**src/ttod_pkg.sv**
```systemverilog
// ============================================================================
// Tick time-of-day counter package
// Shared constants and opcodes for the tick time-of-day counter.
// ============================================================================
`default_nettype none

package ttod_pkg;

    localparam int unsigned MS_W     = 27;
    localparam int unsigned DAY_W    = 16;
    localparam int unsigned STEP_W   = 8;
    localparam int unsigned WAIT_W   = 16;
    localparam int unsigned SINCE_W  = 9;
    localparam int unsigned GAP_W    = MS_W + 2;
    localparam int unsigned S_DATA_W = 48;
    localparam int unsigned M_DATA_W = 48;

    localparam logic [MS_W-1:0]    MS_PER_DAY    = 27'd86400000;
    localparam logic [SINCE_W-1:0] DECISEC_MS    = 9'd100;
    localparam logic [STEP_W-1:0]  MSEC_PER_TICK_RESET = 8'd1;

    typedef enum logic {
        OP_TICK  = 1'b0,
        OP_QUERY = 1'b1
    } op_t;

endpackage

`default_nettype wire

```
**src/tick_time_of_day_counter.sv**
```systemverilog
// ============================================================================
// Tick time-of-day counter
// Keeps milliseconds of the day and a day count, driven by tick and query
// words, and answers each word with a time snapshot.
// ============================================================================
// Usage:
// Input words arrive on the s_ group. s_tuser carries the opcode (tick or
// elapsed-time query) and s_tdata carries the query start time and wait.
// Every input word produces exactly one output word on the m_ group with
// the millisecond of the day, the day number, the decisecond pulse flag and
// the query result flag.
// An accepted word is held in an input register, processed by combinational
// logic against the time state, and placed in the output register; one word
// is accepted in every cycle while the output is not stalled.
// When the receiver stalls, the output word holds and the input register
// still takes one more word; s_tready falls only while both are full.
// The milliseconds-per-tick register is written through cfg_wr_en and
// cfg_wr_data, by the user only while the block is idle; it is not enforced.
// Reset clears the time of day, the day count and the decisecond distance,
// sets milliseconds per tick to one and empties both registers.
`default_nettype none

module tick_time_of_day_counter (
    input  wire logic                          clk,
    input  wire logic                          rst_n,
    input  wire logic                          cfg_wr_en,
    input  wire logic [ttod_pkg::STEP_W-1:0]   cfg_wr_data,
    input  wire logic                          s_tvalid,
    output      logic                          s_tready,
    // start_time [26:0], wait_msec [42:27], zero [47:43]
    input  wire logic [ttod_pkg::S_DATA_W-1:0] s_tdata,
    // opcode [0]
    input  wire logic                          s_tuser,
    output      logic                          m_tvalid,
    input  wire logic                          m_tready,
    // milliseconds [26:0], day_number [42:27], decisec_pulse [43],
    // passed [44], zero [47:45]
    output      logic [ttod_pkg::M_DATA_W-1:0] m_tdata
);

    import ttod_pkg::*;

    logic                 in_valid_reg;
    logic                 op_reg;
    logic [MS_W-1:0]      start_reg;
    logic [WAIT_W-1:0]    wait_reg;

    logic                 out_valid_reg;
    logic [MS_W-1:0]      out_ms_reg;
    logic [DAY_W-1:0]     out_day_reg;
    logic                 out_pulse_reg;
    logic                 out_passed_reg;

    logic [MS_W-1:0]      ms_reg;
    logic [MS_W-1:0]      ms_next;
    logic [DAY_W-1:0]     day_reg;
    logic [DAY_W-1:0]     day_next;
    logic [SINCE_W-1:0]   since_reg;
    logic [SINCE_W-1:0]   since_next;
    logic [STEP_W-1:0]    step_reg;

    logic                 advance;
    logic                 in_take;
    logic [MS_W:0]        ms_sum;
    logic [SINCE_W-1:0]   since_sum;
    logic                 pulse;
    logic signed [GAP_W-1:0] gap;
    logic signed [GAP_W-1:0] gap_adj;
    logic                 passed;

    assign advance  = !out_valid_reg || m_tready;
    assign s_tready = !in_valid_reg || advance;
    assign in_take  = s_tvalid && s_tready;

    assign m_tvalid = out_valid_reg;
    assign m_tdata  = {3'b000, out_passed_reg, out_pulse_reg, out_day_reg, out_ms_reg};

    always_comb
    begin
        ms_sum     = {1'b0, ms_reg} + (MS_W + 1)'(step_reg);
        since_sum  = since_reg + SINCE_W'(step_reg);
        pulse      = 1'b0;
        ms_next    = ms_reg;
        day_next   = day_reg;
        since_next = since_reg;
        if (op_t'(op_reg) == OP_TICK)
        begin
            if (since_sum >= DECISEC_MS)
            begin
                since_next = '0;
                pulse      = 1'b1;
            end
            else
            begin
                since_next = since_sum;
            end
            if (ms_sum >= {1'b0, MS_PER_DAY})
            begin
                ms_next  = MS_W'(ms_sum - {1'b0, MS_PER_DAY});
                day_next = day_reg + DAY_W'(1);
            end
            else
            begin
                ms_next = ms_sum[MS_W-1:0];
            end
        end

        gap = $signed({2'b00, ms_reg}) - $signed({2'b00, start_reg});
        if (gap < 0)
        begin
            gap_adj = gap + $signed({2'b00, MS_PER_DAY});
        end
        else if (gap >= $signed({2'b00, MS_PER_DAY}))
        begin
            gap_adj = gap - $signed({2'b00, MS_PER_DAY});
        end
        else
        begin
            gap_adj = gap;
        end
        passed = (op_t'(op_reg) == OP_QUERY)
                 && (gap_adj >= $signed({(GAP_W - WAIT_W)'(0), wait_reg}));
    end

    always_ff @(posedge clk or negedge rst_n)
    begin
        if (!rst_n)
        begin
            in_valid_reg  <= 1'b0;
            out_valid_reg <= 1'b0;
            ms_reg        <= '0;
            day_reg       <= '0;
            since_reg     <= '0;
            step_reg      <= MSEC_PER_TICK_RESET;
        end
        else
        begin
            if (cfg_wr_en)
            begin
                step_reg <= cfg_wr_data;
            end
            if (s_tready)
            begin
                in_valid_reg <= s_tvalid;
            end
            if (advance)
            begin
                out_valid_reg <= in_valid_reg;
                if (in_valid_reg)
                begin
                    ms_reg    <= ms_next;
                    day_reg   <= day_next;
                    since_reg <= since_next;
                end
            end
        end
    end

    always_ff @(posedge clk)
    begin
        if (in_take)
        begin
            op_reg    <= s_tuser;
            start_reg <= s_tdata[MS_W-1:0];
            wait_reg  <= s_tdata[MS_W+WAIT_W-1:MS_W];
        end
        if (advance && in_valid_reg)
        begin
            out_ms_reg     <= ms_next;
            out_day_reg    <= day_next;
            out_pulse_reg  <= pulse;
            out_passed_reg <= passed;
        end
    end

endmodule

`default_nettype wire

```
**config.mk**
```make
export PLATFORM = sky130hd
export DESIGN_NAME = tick_time_of_day_counter
export DESIGN_NICKNAME = d
export VERILOG_FILES = /design/src/ttod_pkg.sv /design/src/tick_time_of_day_counter.sv
export SDC_FILE = /design/constraint.sdc
export NUM_CORES = 1
export LEC_CHECK = 0
export BUFFER_PORTS_ARGS = -buffer_cell sky130_fd_sc_hd__buf_2
export CORE_ASPECT_RATIO = 0.5
export CORE_UTILIZATION = 45
export DETAILED_ROUTE_END_ITERATION = 16
export HOLD_SLACK_MARGIN = 0.02
export PLACE_DENSITY = 0.73
export SYNTH_ARGS = -nofsm -noshare
export SYNTH_HDL_FRONTEND = slang
export SYNTH_SLANG_ARGS = --single-unit
```
**constraint.sdc**
```tcl
create_clock -name clk -period 6.1 [get_ports clk]
set_clock_uncertainty 0.15 [all_clocks]
set_input_delay 0.305 -clock clk [delete_from_list [all_inputs] [get_ports clk]]
set_output_delay 0.305 -clock clk [all_outputs]
set_load 0.01 [all_outputs]
```
==> summary.md <==
| Metric | Value |
|---|---|
| Clock sink count | 151 |
| Initial antenna violation count | 0 |
| Max_cap viols | 0 |
| Status | completed |
| Via-per-instance ratio | around 5.7 |
| Hold slack | a little under 0.09 ns |
| DIE HEIGHT | roughly 110 um |
| Num ports | roughly 110 |
| GPL Wtd Cong | 0.879 |
| Reg clk slew, reported paths | around 0.07 ns |
| Ant diodes | 0 |
| Compound-cell area share of the yosys netlist | between 10% and 20% |
| Leak Pwr | approximately 5.4 nW |
| Top cell type's share of synthesized area | around a quarter |
| Post-synthesis cell area | ~11000 um2 |
| Register area share after synthesis | 39.8% |
| Largest net degree at the start of global routing | 63 |
| Worst path cell trace | ha_1 -> and3_1 -> a221oi_4 -> or4_1 -> and2_1 -> xnor2_1 -> buf_4 -> nor4b_2 -> o21ai_2 -> o21ai_2 -> nand2_1 -> a21oi_1 -> xnor2_1 -> ha_1 -> and4_1 -> a21oi_1 -> nand3_1 -> a211oi_1 -> nand4_1 -> a2111oi_2 -> a31oi_1 |
| Worst rel slew slack | between 20% and 30% |
| Die area | 24200 um2 |
| Hold Path Class | primary input to register |
| Remaining Overflow, GRT | 0 |
| GRT Util Overall | a little under a quarter |
| Async SR Flop Fraction | between 40% and 50% |
| Initial Util | between 40% and 50% |
| Top cells by area, synth | edfxtp_1, dfrtp_1, ha_1 |
| Synthesized-area fraction occupied by adder cells | 7.99% |
| Synth area leader | edfxtp_1 |
| Pre-Repair DR Iteration Count | 8 |
| Total wire length | around 28000 um |
| Most instantiated library cell after synthesis | nand2_1 |
| PortBufs | between 100 and 150 |
| EDFF count, synth | ~90 |
| Cell Rows | 39 |
| Antenna-violating nets left | 0 |
| Vias in the first global route | 9029 |
| Share of layout cells above drive strength 1 | 16.8% |
| Max Fanout on Critical Path | 9 |
| Final core occ | a little under three fifths |
| Finish-stage setup viols | 0 |
| Synth Area in XOR/XNOR | 8.91% |
| Slowest cell on the critical path | or4_1 |
| Period utilization | 95.9% |
| Cts bufs inserted | 17 |
| Total number of vias | slightly above 9000 |
| WS Path Type | register to register |
| RSZ-0062 raised after global routing | yes |
| Slew @ Worst Pin | around 1.1 ns |
| CP required | between 6 and 7 ns |
| Dpl hpwl | approximately 20000 um |
| Worst setup EP type | register |
| Count of cell types in the netlist | 87 |
| Area Growth Syn to Fin | 20.2% |
| Final nets | approximately 1400 |
| Final Max Slew Viols | 0 |
| Mux cell area share after synthesis | under 10% |
| # DRC | 0 |
| Post-route worst setup slack | between 0.2 and 0.25 ns |
| Clock latency on the worst-skew pair | between 0.4 and 0.5 ns |
| Post-synth top cells | nand2_1, edfxtp_1, o21ai_0 |
| Data arrival, critical path | 5.83 ns |
| Power Density | around 330 nW/um2 |
| Die width | between 200 and 250 um |
| Maximum VDD drop | 0.180 mV |
| Total negative slack | 0 ns |
| Dpl cells | approximately 1500 |
| Critical Path Start Type | register |
| Final std cells w/o fill | about 1600 |
| Post-synthesis register bit count | 151 |
| Max Freq | between 150 and 200 MHz |
| Average cell area after synthesis | ~9.3 um2 |
| Ys Warns | 0 |
| Clock tree buffer depth | 2 |
| H-tree levels | 4 |
| CTS tree | done |
| Final Hold Vio Count | 0 |
| Largest family of logic cells by synthesized area | compound AO/OA/AOI/OAI gates |
| Simple-Gate Fraction of Synth Area | 17.5% |
| Drt wl/cell | 17.1 um |
| Synth Flop Type | edfxtp_1 |
| Final min period | 5.85 ns |
| CTS Root Cell | clkbuf_16 |
| Pre-CTS WS | around 0.14 ns |
| DRT iter0 DRCs | between 800 and 900 |
| Core area | 23000 um2 |
| Crit path largest cell delay | between 0.5 and 0.6 ns |
| First-pass GRT wire length | ~45000 um |
| Synth Instances | approximately 1100 |
metal layers:
| layer | GRT usage [%] | routed length [um] | vias up | share of wire [%] |
|---|---|---|---|---|
| li1 | - | - | 4457 | - |
| met1 | 31.9 | 12700 | 4429 | 46 |
| met2 | 38.7 | 13200 | 252 | 48 |
| met3 | 3.86 | 1340 | 40 | 4.8 |
| met4 | 6.67 | 461 | 0 | 1.7 |
| met5 | 0 | 0 | - | 0 |
cell families (layout without fill, tap and decap cells):
group,after synthesis,in the layout
AOI/OAI and AO/OA,297,297
buffers and inverters,125,296
xor gates and xnor gates,108,108
DFF,151,151
muxes,22,22
other,1,3
and+or+nand+nor,367,367
adders and majority gates,66,66
placed cells by master (no fill, tap or decap), drive strengths merged, types with 31 or more instances in the layout:
cell type and instances:
nand2 122, edfxtp 89, xor2 42, buf 139
nor2 60, dlygate4sd3 55, nor3 31, nand3 37
a21oi 67, inv 74, o21ai 87, xnor2 66
dfrtp 61, ha 63
area by class of cell:
class                           count  area [um2]
Fill cell                        1932       10200
Multi-Input combinational cell    863        5920
Sequential cell                   151        4230
Timing Repair Buffer              194        1340
Clock buffer                       21         472
Tap cell                          307         384
Inverter                           70         263
Clock inverter                     11         159
metrics by stage:
step | area, um2 | total power, mW
6_report | 12800 | 4.17
5_1_grt | 12800 | 4.44
4_1_cts | 12700 | 4.15
3_5_place_dp | 11500 | 2.97
3_3_place_gp | 11500 | 2.91
2_1_floorplan | 10600 | 2.55
critical path: cells and delay by family (launching register included):
| kind | cells | cell delay, ns |
|---|---|---|
| AOI/OAI and AO/OA | 8 | 1.67 |
| xor gates and xnor gates | 2 | 0.33 |
| adders and majority gates | 2 | 0.71 |
| buffers and inverters | 1 | 0.19 |
| DFF | 1 | 0.46 |
| and+or+nand+nor | 8 | 2.04 |
report_power, final:
part	total (mW)	switching, mW	internal, mW
Sequential	1.33	0.104	1.23
Clock	1.14	0.453	0.687
Combinational	1.71	0.998	0.707
Total	4.17	1.55	2.62
timing repair:
item / 4_1_cts / 5_1_grt
setup endpoints to repair: 0 / 9
gates resized for setup: 0 / 6
setup buffers: 0 / 2
hold buffers: 55 / 0
hold endpoints to repair: 115 / 0
final timing paths:
check | from | depth (start not counted) | slack, ns | end
worst max register to register | ms_reg[3]$_DFFE_PN0P_ | 21 | 0.25 | out_passed_reg$_DFFE_PP_
min in group asynchronous | rst_n | 3 | 0.45 | step_reg[7]$_DFFE_PN0P_
worst min register to register | since_reg[0]$_DFFE_PN0P_ | 2 | 0.35 | since_reg[0]$_DFFE_PN0P_
max in group asynchronous | rst_n | 3 | 4.82 | ms_reg[23]$_DFFE_PN0P_
worst max-delay path | ms_reg[3]$_DFFE_PN0P_ | 21 | 0.25 | out_passed_reg$_DFFE_PP_
worst min-delay path | cfg_wr_en | 2 | 0.09 | step_reg[1]$_DFFE_PN0P_
Power figures use the tool's default switching activity.
